==> src/design/instrument_command_decoder_unit_assert.svh <==
// Assertion macros used by the decode stage of the instrument command decoder RTL.
`ifndef INSTRUMENT_COMMAND_DECODER_UNIT_ASSERT_SVH
`define INSTRUMENT_COMMAND_DECODER_UNIT_ASSERT_SVH
`ifndef ASSERT_OFF
// Check a condition at every clock edge out of reset.
`define ICD_ASSERT_ALWAYS(label, clk, rst, expr) \
   label: assert property (@(posedge clk) disable iff (rst) (expr)) \
      else $error("%m: assertion failed");
// Check a consequence in the cycle after its cause.
`define ICD_ASSERT_NEXT(label, clk, rst, cause, effect) \
   label: assert property (@(posedge clk) disable iff (rst) (cause) |=> (effect)) \
      else $error("%m: assertion failed");
`else
`define ICD_ASSERT_ALWAYS(label, clk, rst, expr)
`define ICD_ASSERT_NEXT(label, clk, rst, cause, effect)
`endif
`endif

==> src/design/icd_pkg.sv <==
// Types, constants and helpers of the instrument command decoder.
`default_nettype none
package icd_pkg;

   localparam int PLATE_COLUMNS = 12;
   localparam int REAGENT_SLOTS = 12;
   localparam int SHAKE_LIMIT   = 60;

   localparam int REQ_WIDTH = 32;
   localparam int RSP_WIDTH = 40;

   // ASCII codes used by the decoder
   localparam logic [7:0] CHAR_ZERO  = 8'h30;
   localparam logic [7:0] CHAR_ONE   = 8'h31;
   localparam logic [7:0] CHAR_THREE = 8'h33;
   localparam logic [7:0] CHAR_EIGHT = 8'h38;
   localparam logic [7:0] CHAR_NINE  = 8'h39;
   localparam logic [7:0] CHAR_A     = 8'h41;
   localparam logic [7:0] CHAR_B     = 8'h42;
   localparam logic [7:0] CHAR_E     = 8'h45;
   localparam logic [7:0] CHAR_F     = 8'h46;
   localparam logic [7:0] CHAR_M     = 8'h4D;
   localparam logic [7:0] CHAR_N     = 8'h4E;
   localparam logic [7:0] CHAR_P     = 8'h50;
   localparam logic [7:0] CHAR_Q     = 8'h51;
   localparam logic [7:0] CHAR_R     = 8'h52;
   localparam logic [7:0] CHAR_T     = 8'h54;
   localparam logic [7:0] CHAR_V     = 8'h56;
   localparam logic [7:0] CHAR_X     = 8'h58;
   localparam logic [7:0] CHAR_Z     = 8'h5A;

   typedef enum logic [2:0] {
      CMD_NONE  = 3'd0,
      CMD_ENTER = 3'd1,
      CMD_QUIT  = 3'd2,
      CMD_SCAN  = 3'd3,
      CMD_CFG   = 3'd4,
      CMD_DATE  = 3'd5,
      CMD_SN    = 3'd6,
      CMD_VER   = 3'd7
   } cmd_type;

   // Input word, lowest field last
   typedef struct packed {
      logic [1:0] pad;
      logic [7:0] third_char;
      logic [7:0] second_char;
      logic [7:0] first_char;
      logic [5:0] frame_length;
   } req_word_type;

   // Kept scan options
   typedef struct packed {
      logic [3:0] reagent_count;
      logic       reagent_mode;
      logic [6:0] shake_time;
      logic [1:0] shake_speed;
      logic       step_mode;
      logic [2:0] wavelength;
      logic [3:0] column_count;
      logic [3:0] start_column;
      logic [6:0] scan_count;
   } options_type;

   // Result word, lowest field last
   typedef struct packed {
      logic [3:0]  reagent_written;
      options_type options;
      cmd_type     command;
   } rsp_word_type;

   function automatic logic is_digit(input logic [7:0] c);
      return (c >= CHAR_ZERO) && (c <= CHAR_NINE);
   endfunction

   function automatic logic is_nz_digit(input logic [7:0] c);
      return (c >= CHAR_ONE) && (c <= CHAR_NINE);
   endfunction

endpackage
`default_nettype wire

==> src/design/instrument_command_decoder_unit.sv <==
// A word accepted into the input register passes through the decode logic into
// the result register when that register can take it, and is offered from there.
// Throughput: one word per cycle while the result side is not stalled, set by the
// single decode stage between the input register and the result register.
// Reset (synchronous, active high) empties both registers and restores the
// scan options: one scan, start column 0, 12 columns, all else zero.
`default_nettype none
module instrument_command_decoder_unit (
   input  wire logic        clock,
   input  wire logic        reset,
   input  wire logic        req_tvalid,
   output logic             req_tready,
   // frame_length[5:0], first_char[13:6], second_char[21:14], third_char[29:22]
   input  wire logic [31:0] req_tdata,
   output logic             rsp_tvalid,
   input  wire logic        rsp_tready,
   // command[2:0], scan_count[9:3], start_column[13:10], column_count[17:14],
   // wavelength[20:18], step_mode[21], shake_speed[23:22], shake_time[30:24],
   // reagent_mode[31], reagent_count[35:32], reagent_written[39:36]
   output logic [39:0]      rsp_tdata
);

   logic                  out_can;
   logic                  fire;
   icd_pkg::req_word_type word;
   icd_pkg::rsp_word_type rsp_next;

   icd_in_stage u_in_stage (
      .clock      (clock),
      .reset      (reset),
      .req_tvalid (req_tvalid),
      .req_tready (req_tready),
      .req_tdata  (req_tdata),
      .out_can    (out_can),
      .fire       (fire),
      .word       (word)
   );

   icd_decode u_decode (
      .clock    (clock),
      .reset    (reset),
      .fire     (fire),
      .word     (word),
      .rsp_next (rsp_next)
   );

   icd_out_stage u_out_stage (
      .clock      (clock),
      .reset      (reset),
      .load       (fire),
      .rsp_in     (rsp_next),
      .out_can    (out_can),
      .rsp_tvalid (rsp_tvalid),
      .rsp_tready (rsp_tready),
      .rsp_tdata  (rsp_tdata)
   );

endmodule
`default_nettype wire

==> src/design/icd_in_stage.sv <==
// Input register of the instrument command decoder.
`default_nettype none
module icd_in_stage (
   input  wire logic                       clock,
   input  wire logic                       reset,
   input  wire logic                       req_tvalid,
   output logic                            req_tready,
   input  wire logic [icd_pkg::REQ_WIDTH-1:0] req_tdata,
   input  wire logic                       out_can,
   output logic                            fire,
   output icd_pkg::req_word_type           word
);

   logic                  valid_ff;
   logic                  valid_in;
   icd_pkg::req_word_type word_ff;
   logic                  load;

   // Take a word when the stage is empty or moves on this cycle
   assign fire       = valid_ff && out_can;
   assign req_tready = !valid_ff || out_can;
   assign load       = req_tvalid && req_tready;
   assign word       = word_ff;

   always_comb begin
      valid_in = valid_ff;
      if (load) begin
         valid_in = 1'b1;
      end else if (fire) begin
         valid_in = 1'b0;
      end
   end

   always_ff @(posedge clock) begin
      if (reset) begin
         valid_ff <= 1'b0;
      end else begin
         valid_ff <= valid_in;
      end
   end

   // Hold the payload until the next word is loaded
   always_ff @(posedge clock) begin
      if (load) begin
         word_ff <= icd_pkg::req_word_type'(req_tdata);
      end
   end

endmodule
`default_nettype wire

==> src/design/icd_decode.sv <==
// Command decode and kept scan options of the instrument command decoder.
`default_nettype none
`include "instrument_command_decoder_unit_assert.svh"
module icd_decode (
   input  wire logic             clock,
   input  wire logic             reset,
   input  wire logic             fire,
   input  wire icd_pkg::req_word_type word,
   output icd_pkg::rsp_word_type rsp_next
);

   icd_pkg::options_type opts_ff;
   icd_pkg::options_type opts_in;
   icd_pkg::cmd_type     cmd;
   logic [3:0]           written;
   logic                 len1;
   logic                 len2;
   logic                 len3;
   logic [7:0]           c1;
   logic [7:0]           c2;
   logic [3:0]           d1;
   logic [3:0]           d2;
   logic [6:0]           n2;
   logic [6:0]           b_n;
   logic                 b_ok;

   // Mask characters past the frame length and form digit values
   always_comb begin
      len1 = (word.frame_length == 6'd1);
      len2 = (word.frame_length == 6'd2);
      len3 = (word.frame_length == 6'd3);
      c1   = (word.frame_length < 6'd2) ? 8'd0 : word.second_char;
      c2   = (word.frame_length < 6'd3) ? 8'd0 : word.third_char;
      d1   = 4'(c1 - icd_pkg::CHAR_ZERO);
      d2   = 4'(c2 - icd_pkg::CHAR_ZERO);
      n2   = 7'(7'(d1) * 7'd10) + 7'(d2);
   end

   // Pick the reagent column of a B command
   always_comb begin
      b_n = 7'(icd_pkg::PLATE_COLUMNS);
      if (len2 && icd_pkg::is_nz_digit(c1)) begin
         b_n = 7'(d1) - 7'd1;
      end else if (len3 && icd_pkg::is_nz_digit(c1) && icd_pkg::is_digit(c2)) begin
         b_n = n2 - 7'd1;
      end
      b_ok = (b_n < 7'(icd_pkg::PLATE_COLUMNS));
   end

   // Decode the command letter and update the options
   always_comb begin
      opts_in = opts_ff;
      cmd     = icd_pkg::CMD_NONE;
      written = 4'd0;
      if (word.frame_length != 6'd0) begin
         unique case (word.first_char)
            icd_pkg::CHAR_R: if (len1) cmd = icd_pkg::CMD_ENTER;
            icd_pkg::CHAR_Q: if (len1) cmd = icd_pkg::CMD_QUIT;
            icd_pkg::CHAR_T: if (len1) cmd = icd_pkg::CMD_DATE;
            icd_pkg::CHAR_N: if (len1) cmd = icd_pkg::CMD_SN;
            icd_pkg::CHAR_V: if (len1) cmd = icd_pkg::CMD_VER;
            icd_pkg::CHAR_P: begin
               if (len1) begin
                  opts_in.scan_count = 7'd1;
                  cmd = icd_pkg::CMD_SCAN;
               end else if (len2 && c1 == icd_pkg::CHAR_M) begin
                  opts_in.scan_count = 7'd1;
               end else if (icd_pkg::is_digit(c1)) begin
                  if (len2) begin
                     opts_in.scan_count = 7'(d1);
                     cmd = icd_pkg::CMD_SCAN;
                  end else if (len3 && icd_pkg::is_digit(c2)) begin
                     opts_in.scan_count = n2;
                     cmd = icd_pkg::CMD_SCAN;
                  end
               end
            end
            icd_pkg::CHAR_M: begin
               if (len2 && icd_pkg::is_nz_digit(c1)) begin
                  if (7'(d1) <= 7'(icd_pkg::PLATE_COLUMNS)) begin
                     opts_in.start_column = d1 - 4'd1;
                     cmd = icd_pkg::CMD_SCAN;
                  end
               end else if (len3 && icd_pkg::is_digit(c2)) begin
                  if (icd_pkg::is_digit(c1) && n2 >= 7'd1 &&
                      n2 <= 7'(icd_pkg::PLATE_COLUMNS)) begin
                     opts_in.start_column = 4'(n2 - 7'd1);
                     cmd = icd_pkg::CMD_SCAN;
                  end else begin
                     opts_in.start_column = 4'd0;
                  end
               end
            end
            icd_pkg::CHAR_F: begin
               if (c1 >= icd_pkg::CHAR_ONE && c1 <= icd_pkg::CHAR_EIGHT) begin
                  opts_in.wavelength = 3'(c1 - icd_pkg::CHAR_ONE);
                  cmd = icd_pkg::CMD_CFG;
               end
            end
            icd_pkg::CHAR_E: begin
               if (c1 == icd_pkg::CHAR_ZERO) begin
                  opts_in.step_mode = 1'b0;
                  cmd = icd_pkg::CMD_CFG;
               end else if (c1 == icd_pkg::CHAR_ONE) begin
                  opts_in.step_mode = 1'b1;
                  cmd = icd_pkg::CMD_CFG;
               end
            end
            icd_pkg::CHAR_X: begin
               if (len2 && c1 >= icd_pkg::CHAR_ONE && c1 <= icd_pkg::CHAR_THREE) begin
                  opts_in.shake_speed = 2'(c1 - icd_pkg::CHAR_ONE);
                  cmd = icd_pkg::CMD_CFG;
               end
            end
            icd_pkg::CHAR_Z: begin
               if (len2 && icd_pkg::is_digit(c1)) begin
                  opts_in.shake_time = 7'(d1);
                  cmd = icd_pkg::CMD_SCAN;
               end else if (len3 && icd_pkg::is_digit(c2)) begin
                  if (icd_pkg::is_digit(c1) && n2 <= 7'(icd_pkg::SHAKE_LIMIT)) begin
                     opts_in.shake_time = n2;
                     cmd = icd_pkg::CMD_CFG;
                  end else begin
                     opts_in.shake_time = 7'd0;
                  end
               end
            end
            icd_pkg::CHAR_A: begin
               if (len1) begin
                  opts_in.reagent_mode  = 1'b0;
                  opts_in.reagent_count = 4'd0;
                  cmd = icd_pkg::CMD_CFG;
               end
            end
            icd_pkg::CHAR_B: begin
               // drop the entry once the list is full
               if (opts_ff.reagent_count < 4'(icd_pkg::REAGENT_SLOTS) && b_ok) begin
                  written               = b_n[3:0];
                  opts_in.reagent_count = opts_ff.reagent_count + 4'd1;
                  opts_in.reagent_mode  = 1'b1;
                  cmd = icd_pkg::CMD_CFG;
               end
            end
            default: ;
         endcase
      end
      // Scan commands refresh the column count from the new start column
      if (cmd == icd_pkg::CMD_SCAN) begin
         opts_in.column_count =
            (opts_in.start_column < 4'(icd_pkg::PLATE_COLUMNS)) ?
            4'(icd_pkg::PLATE_COLUMNS) - opts_in.start_column : 4'd0;
      end
   end

   always_comb begin
      rsp_next.command         = cmd;
      rsp_next.options         = opts_in;
      rsp_next.reagent_written = written;
   end

   // Advance the options once per decoded word
   always_ff @(posedge clock) begin
      if (reset) begin
         opts_ff.scan_count    <= 7'd1;
         opts_ff.start_column  <= 4'd0;
         opts_ff.column_count  <= 4'(icd_pkg::PLATE_COLUMNS);
         opts_ff.wavelength    <= 3'd0;
         opts_ff.step_mode     <= 1'b0;
         opts_ff.shake_speed   <= 2'd0;
         opts_ff.shake_time    <= 7'd0;
         opts_ff.reagent_mode  <= 1'b0;
         opts_ff.reagent_count <= 4'd0;
      end else if (fire) begin
         opts_ff <= opts_in;
      end
   end

   `ICD_ASSERT_ALWAYS(a_count_bound, clock, reset,
      opts_ff.reagent_count <= 4'(icd_pkg::REAGENT_SLOTS))
   `ICD_ASSERT_ALWAYS(a_start_bound, clock, reset,
      opts_ff.start_column < 4'(icd_pkg::PLATE_COLUMNS))
   `ICD_ASSERT_NEXT(a_scan_cols, clock, reset, fire && cmd == icd_pkg::CMD_SCAN,
      opts_ff.column_count == 4'(icd_pkg::PLATE_COLUMNS) - opts_ff.start_column)
   `ICD_ASSERT_NEXT(a_add_reagent, clock, reset, fire && written != 4'd0,
      opts_ff.reagent_mode && opts_ff.reagent_count == $past(opts_ff.reagent_count) + 4'd1)

endmodule
`default_nettype wire

==> src/design/icd_out_stage.sv <==
// Result register of the instrument command decoder.
`default_nettype none
module icd_out_stage (
   input  wire logic                          clock,
   input  wire logic                          reset,
   input  wire logic                          load,
   input  wire icd_pkg::rsp_word_type         rsp_in,
   output logic                               out_can,
   output logic                               rsp_tvalid,
   input  wire logic                          rsp_tready,
   output logic [icd_pkg::RSP_WIDTH-1:0]      rsp_tdata
);

   logic                  valid_ff;
   logic                  valid_in;
   icd_pkg::rsp_word_type data_ff;

   // Free when empty or when the waiting word is taken now
   assign out_can    = !valid_ff || rsp_tready;
   assign rsp_tvalid = valid_ff;
   assign rsp_tdata  = icd_pkg::RSP_WIDTH'(data_ff);

   always_comb begin
      valid_in = valid_ff;
      if (load) begin
         valid_in = 1'b1;
      end else if (rsp_tready) begin
         valid_in = 1'b0;
      end
   end

   always_ff @(posedge clock) begin
      if (reset) begin
         valid_ff <= 1'b0;
      end else begin
         valid_ff <= valid_in;
      end
   end

   always_ff @(posedge clock) begin
      if (load) begin
         data_ff <= rsp_in;
      end
   end

endmodule
`default_nettype wire
==> config.mk <==
export PLATFORM = sky130hd
export DESIGN_NAME = instrument_command_decoder_unit
export DESIGN_NICKNAME = d
export VERILOG_FILES = /design/src/design/icd_pkg.sv /design/src/design/instrument_command_decoder_unit.sv /design/src/design/icd_in_stage.sv /design/src/design/icd_decode.sv /design/src/design/icd_out_stage.sv
export VERILOG_INCLUDE_DIRS = /design/src /design/src/design
export SDC_FILE = /design/constraint.sdc
export NUM_CORES = 1
export LEC_CHECK = 0
export BUFFER_PORTS_ARGS = -buffer_cell sky130_fd_sc_hd__buf_2
export CORE_UTILIZATION = 58
export DETAILED_ROUTE_END_ITERATION = 6
export PLACE_DENSITY = 0.8
export SLEW_MARGIN = 20
export SYNTH_ARGS = -nofsm -noshare
export SYNTH_HDL_FRONTEND = slang
export SYNTH_HIERARCHICAL = 1
export SYNTH_SLANG_ARGS = --single-unit
==> constraint.sdc <==
create_clock -name clock -period 6 [get_ports clock]
set_input_delay 0.3 -clock clock [delete_from_list [all_inputs] [get_ports clock]]
set_output_delay 0.3 -clock clock [all_outputs]
set_load 0.03 [all_outputs]
==> insert_results.sql, run 1 <==
INSERT INTO impl_metrics (metric_group, metric, value, unit) VALUES
('outcome', 'status', 'completed', ''),
('drt', 'ant_nets', '0', ''),
('power_and_ir_drop', 'switching_power', '0.418', 'mW'),
('sta', 'layout_min_cycle_time', '5090', 'ps'),
('power_and_ir_drop', 'powerDensity', '228', 'mW/mm²'),
('run', 'drv_cap', '0', ''),
('clocking', 'cts_setup_buffers', '0', ''),
('logic_synthesis', 'syn_inst', '588', ''),
('critical_path', 'r2r.worst_path.cells', '14', ''),
('drt', 'vias_per_cell', '6.15', ''),
('sta', 'max_slew_margin', '40.8', '%'),
('logic_synthesis', 'synth_nets', '637', ''),
('critical_path', 'crit_buf_inv', '2', ''),
('die', 'initial_core_util', '59.5', '%'),
('critical_path', 'reg2reg_setup_slack', '910', 'ps'),
('sta', 'fmaxAchievable', '196', 'MHz'),
('logic_synthesis', 'yosys_warnings', '6', ''),
('placement', 'place_congestion', '0.973', ''),
('drt', 'drt_wl_total', '13700', 'µm'),
('layout', 'instances_no_fill', '788', ''),
('critical_path', 'cp-start-kind', 'flip-flop', ''),
('sta', 'slew_viol_final', '0', ''),
('layout', 'num-fill-cells', '795', ''),
('die', 'die_width', '102', 'µm'),
('critical_path', 'slowest_delay', '740', 'ps'),
('power_and_ir_drop', 'p_int', '1.04', 'mW'),
('clocking', 'cts_buf_count', '9', ''),
('global_routing', 'number_of_global_route_vias_before_repair', '4449', ''),
('critical_path', 'library_cell_appearing_most_often_on_the_critical_path', 'nand2_1', ''),
('die', 'die_area', '0.0103', 'mm²'),
('critical_path', 'timing.critical_path.arrival', '5270', 'ps'),
('logic_synthesis', 'syn_area', '0.00577', 'mm²'),
('power_and_ir_drop', 'peakVddDrop', '0.151', 'mV'),
('sta', 'fin_skew', '14.9', 'ps'),
('critical_path', 'startpoint', 'u_in_stage/word[1]$_DFFE_PP_', ''),
('logic_synthesis', 'syn_avg_cell_area', '9.81', 'µm²'),
('layout', 'final_layout_size_suffix_gt1_share', '18.5', '%'),
('critical_path', 'timing.rr.start', 'u_in_stage/word[1]$_DFFE_PP_', ''),
('sta', 'timing.final.setup_violations', '0', ''),
('critical_path', 'crit_path_cell_trace', 'inv_1 -> nand2_1 -> nand2_1 -> inv_1 -> ha_1 -> ha_1 -> a211oi_1 -> a21oi_1 -> a221o_1 -> o311a_1 -> xnor2_1 -> a2111oi_4 -> nand2_1 -> a211oi_1', ''),
('sta', 'timing.final.hold_violations', '0', ''),
('placement', 'dpl.cell_count', '772', ''),
('critical_path', 'crit_family', 'compound AO/OA/AOI/OAI gates', ''),
('power_and_ir_drop', 'total_leakage_power', '2.35', 'nW'),
('power_and_ir_drop', 'clock_group_share_of_total_power', '26.8', '%'),
('placement', 'port_buffers', '75', ''),
('layout', 'syn_to_final_growth', '10.7', '%'),
('die', 'die-height', '102', 'µm'),
('die', 'core_area', '0.00968', 'mm²'),
('critical_path', 'critPathSlowestCell', 'edfxtp_1', ''),
('clocking', 'clkLatencyLatePin', '370', 'ps'),
('global_routing', 'grt_pass1_wl', '21600', 'µm'),
('clocking', 'clock_sinks', '105', ''),
('clocking', 'clkSlewWorstSetupHoldPaths', '90', 'ps'),
('worst_hold_path', 'hold_path_class', 'in -> reg', ''),
('clocking', 'clockBufferDepth', '2', ''),
('critical_path', 'crit_path_max_fanout', '17', ''),
('global_routing', 'globalRoute.totalOverflow', '0', ''),
('worst_hold_path', 'worst_hold_path.num_cells', '1', ''),
('die', 'placementRows', '36', ''),
('clocking', 'tritoncts', 'done', ''),
('layout', 'num_antenna_cells', '0', ''),
('critical_path', 'worst-setup-path-type', 'reg -> reg', ''),
('sta', 'final.setup.tns', '0', 'ps'),
('global_routing', 'largest_net_degree_at_the_start_of_global_routing', '72', ''),
('layout', 'design.final.nets', '699', ''),
('global_routing', 'grt_antenna_before_repair', '0', ''),
('clocking', 'cts-hold-fix-buffers', '0', ''),
('power_and_ir_drop', 'total_power', '1.46', 'mW'),
('critical_path', 'timing.critical_path.to_type', 'flip-flop', ''),
('placement', 'dp_hpwl', '10100', 'µm');
==> worst reg2reg max path, stage by stage, from the launching register on <==
cell and delay (ps):
edfxtp_1 740, inv_1 180, nand2_1 300, nand2_1 190, inv_1 270, ha_1 320
ha_1 390, a211oi_1 310, a21oi_1 170, a221o_1 290, o311a_1 140, xnor2_1 170
a2111oi_4 680, nand2_1 410, a211oi_1 350
==> sequential cells by signal, summed over array words and instances (netlist names) <==
name                    flops
u_out_stage/rsp_tvalid      1
u_out_stage/rsp_tdata      40
u_decode/opts_ff           33
u_in_stage/valid_ff         1
u_in_stage/word            30
==> how the worst max path moves through the flow <==
stage                     cells past startpoint  slack, ps                                  end
after floorplan                              16       1720  u_out_stage/rsp_tdata[15]$_DFFE_PP_
after global placement                       14       1220  u_out_stage/rsp_tdata[39]$_DFFE_PP_
after detailed placement                     14       1100  u_out_stage/rsp_tdata[39]$_DFFE_PP_
after CTS                                    14       1070  u_out_stage/rsp_tdata[39]$_DFFE_PP_
after global routing                         14        630  u_out_stage/rsp_tdata[39]$_DFFE_PP_
final                                        14        910  u_out_stage/rsp_tdata[39]$_DFFE_PP_
==> per-stage QoR <==
| step | worst slack (ps) | hold slack [ps] | utilization [%] | area, µm² |
|---|---|---|---|---|
| after CTS | 1070 | 81.7 | 65.9 | 6380 |
| after global routing | 634 | 70.4 | 65.9 | 6380 |
| after detailed placement | 1100 | 437 | 64.2 | 6210 |
| final | 908 | 99.9 | 65.9 | 6380 |
| after floorplan | 1720 | 362 | - | 5770 |
| after global placement | 1220 | 434 | 64.2 | 6210 |
==> layout make-up <==
| class | count | area (µm²) | share of cell area (%) |
|---|---|---|---|
| clock inverters | 5 | 38.8 | 0.608 |
| inverters | 23 | 86.3 | 1.35 |
| flip-flops and latches | 105 | 2800 | 43.9 |
| repair buffers | 77 | 390 | 6.12 |
| clock buffers | 11 | 131 | 2.06 |
| multi-input cells | 434 | 2770 | 43.4 |
| well taps | 133 | 166 | 2.61 |
==> power by group through the flow <==
| stage | clock network, mW | logic, mW | registers [mW] |
|---|---|---|---|
| floorplan | 0 | 0.152 | 0.857 |
| global placement | 0 | 0.229 | 0.841 |
| detailed placement | 0 | 0.233 | 0.843 |
| global route | 0.425 | 0.259 | 0.831 |
| CTS | 0.403 | 0.235 | 0.827 |
| finish | 0.390 | 0.239 | 0.827 |
==> metal layers <==
layer / up-vias / GRT usage (%) / routed length [µm]
li1: 2317 / - / -
met1: 2273 / 35.8 / 6070
met2: 235 / 45.8 / 6490
met3: 24 / 5.18 / 896
met4: 0 / 10.1 / 295
met5: - / 0 / 0
(Power assumes the default switching activity.)
==> run 2, diff against run 1 <==
==> constraint.sdc (replaced) <==
create_clock -name clock -period 5.3 [get_ports clock]
set_input_delay 0.265 -clock clock [delete_from_list [all_inputs] [get_ports clock]]
set_output_delay 0.265 -clock clock [all_outputs]
set_load 0.03 [all_outputs]
==> run 2 against run 1 <==
Effect of this change:
- the flow now finishes with violations (design-rule violations)
- clock-buffer cell count down 2
- combinational power up 14%
- worst hold slack worse by 43 ps
==> insert_results.sql, run 2 (same netlist as run 1, synthesis figures left out) <==
INSERT INTO impl_metrics (metric_group, metric, value, unit) VALUES
('clocking', 'clock_sinks', '105', ''),
('layout', 'design.final.nets', '703', ''),
('die', 'die_width', '102', 'µm'),
('sta', 'final.setup.tns', '0', 'ps'),
('drt', 'top_layer_used', 'met4', ''),
('drt', 'drt_first_pass_iters', '7', ''),
('layout', 'num-fill-cells', '736', ''),
('placement', 'place_congestion', '1.01', ''),
('drt', 'drc_errors', '5', ''),
('critical_path', 'cp.required', '5490', 'ps'),
('die', 'die-height', '102', 'µm'),
('clocking', 'h-tree-depth', '3', ''),
('drt', 'ant_nets', '0', ''),
('global_routing', 'largest_net_degree_at_the_start_of_global_routing', '51', ''),
('clocking', 'cts_setup_buffers', '0', ''),
('die', 'core_area', '0.00968', 'mm²'),
('sta', 'layout_min_cycle_time', '4920', 'ps'),
('power_and_ir_drop', 'powerDensity', '268', 'mW/mm²'),
('sta', 'timing.final.setup_violations', '0', ''),
('global_routing', 'grt_pass1_wl', '21700', 'µm'),
('power_and_ir_drop', 'total_leakage_power', '2.40', 'nW'),
('sta', 'final_critical_path_setup_slack', '380', 'ps'),
('die', 'placementRows', '36', ''),
('critical_path', 'timing.critical_path.arrival', '5110', 'ps'),
('layout', 'instances_no_fill', '792', ''),
('layout', 'syn_to_final_growth', '12.0', '%'),
('placement', 'port_buffers', '75', ''),
('sta', 'worstMarginPinSlew', '943', 'ps'),
('layout', 'layout.cells.most_common', 'buf_2', ''),
('critical_path', 'reg2reg_setup_slack', '380', 'ps'),
('sta', 'fmaxAchievable', '203', 'MHz'),
('placement', 'dp_hpwl', '9850', 'µm'),
('placement', 'dpl.cell_count', '776', ''),
('layout', 'footprint_of_the_multi_input_gates', '0.00277', 'mm²'),
('sta', 'fin_skew', '20.2', 'ps'),
('sta', 'max_slew_margin', '36.6', '%'),
('drt', 'drt_wl_total', '13500', 'µm'),
('clocking', 'clkLatencyLatePin', '380', 'ps'),
('sta', 'fin_crit_sh', '92.8', '%'),
('worst_hold_path', 'hold_path_class', 'in -> reg', ''),
('layout', 'num_antenna_cells', '0', ''),
('drt', 'wl_per_cell', '17.0', 'µm'),
('clocking', 'cts-resized-gates', '0', ''),
('clocking', 'cts-hold-fix-buffers', '0', ''),
('die', 'ios', '78', ''),
('sta', 'timing.final.hold_violations', '0', ''),
('layout', 'final_layout_size_suffix_gt1_share', '19.3', '%'),
('die', 'initial_core_util', '59.5', '%'),
('layout', 'largest_register_ff_count', '40', ''),
('layout', 'most-common-layout-cells', 'buf_2, edfxtp_1, nand2_1, nor2_1, a21oi_1', ''),
('clocking', 'tritoncts', 'done', ''),
('global_routing', 'number_of_global_route_vias_before_repair', '4607', ''),
('critical_path', 'cp-start-kind', 'flip-flop', ''),
('clocking', 'cts_buf_count', '9', ''),
('drt', 'vias_per_cell', '6.26', ''),
('outcome', 'status', 'finished, violations left', ''),
('critical_path', 'timing.critical_path.to_type', 'flip-flop', ''),
('power_and_ir_drop', 'peakVddDrop', '0.178', 'mV'),
('outcome', 'violated_checks', 'design-rule violations', ''),
('critical_path', 'worst-setup-path-type', 'reg -> reg', ''),
('clocking', 'clockBufferDepth', '2', ''),
('drt', 'route.vias.total', '4958', ''),
('layout', 'final-seq-area', '0.00280', 'mm²'),
('global_routing', 'track_usage', '27.3', '%'),
('drt', 'first_iter_violations', '466', ''),
('critical_path', 'crit_path_max_fanout', '13', ''),
('drt', 'met3WireLength', '1120', 'µm'),
('drt', 'met2RoutedLength', '6440', 'µm'),
('sta', 'grt_setup_unrepaired', 'false', ''),
('clocking', 'clock-root-buffer', 'clkbuf_8', ''),
('drt', 'route.layer.met1.wl', '5510', 'µm'),
('global_routing', 'globalRoute.totalOverflow', '0', ''),
('global_routing', 'grt_antenna_before_repair', '0', ''),
('placement', 'post-place-ws', '447', 'ps'),
('clocking', 'clkSlewWorstSetupHoldPaths', '100', 'ps'),
('run', 'drv_cap', '0', ''),
('die', 'die_area', '0.0103', 'mm²'),
('sta', 'slew_viol_final', '0', '');
==> run 2: changes by cell type in the layout (fill, tap and decap cells not counted), sizes merged <==
cell | previous run | this run
clkbuf | 11 | 9
clkinvlp | 1 | 0
bufinv | 0 | 1
buf | 77 | 81
clkinv | 2 | 3
inv | 25 | 26
==> run 2: area by class of cell <==
class,count,area share (%)
Clock buffer,9,1.92
Clock inverter,7,1.43
Inverter,23,1.34
Multi-Input combinational cell,434,42.8
Sequential cell,105,43.4
Tap cell,133,2.58
Timing Repair Buffer,81,6.51
==> run 2: worst paths after layout <==
kind,from,to,depth (start not counted)
max,u_in_stage/word[3]$_DFFE_PP_,u_out_stage/rsp_tdata[39]$_DFFE_PP_,13
min,req_tdata[27],u_in_stage/word[27]$_DFFE_PP_,1
max reg2reg,u_in_stage/word[3]$_DFFE_PP_,u_out_stage/rsp_tdata[39]$_DFFE_PP_,13
min reg2reg,u_decode/opts_ff[27]$_SDFFE_PP0P_,u_decode/opts_ff[27]$_SDFFE_PP0P_,1
==> run 2: power by group <==
group	switching (mW)	internal [mW]
clock network	0.293	0.232
registers	0.0251	0.908
logic	0.181	0.0921
==> run 2: stage by stage <==
stage	util [%]	area, µm²	hold slack, ps	total power [mW]
2_1_floorplan	-	5770	327	1.14
3_3_place_gp	64.5	6240	432	1.21
3_5_place_dp	64.5	6240	441	1.22
4_1_cts	66.7	6460	47.7	1.74
5_1_grt	66.7	6460	31.9	1.80
6_report	66.7	6460	56.8	1.73
==> run 2: critical path: stages (launching register included) <==
cell and delay (ps):
edfxtp_1 440, or4_4 680, o21ai_1 330, inv_1 90, ha_1 300, ha_1 270, a221oi_1 220, o21ai_0 240
a221o_1 410, o311a_1 150, xnor2_1 170, a2111oi_4 680, nand2_1 390, a211oi_1 370
==> run 2: metal layers <==
layer | vias to the layer above | global-route usage (%)
met2 | 242 | 44.6
met3 | 36 | 6.42
li1 | 2327 | -
met5 | - | 0
met1 | 2353 | 34.2
met4 | 0 | 13.2
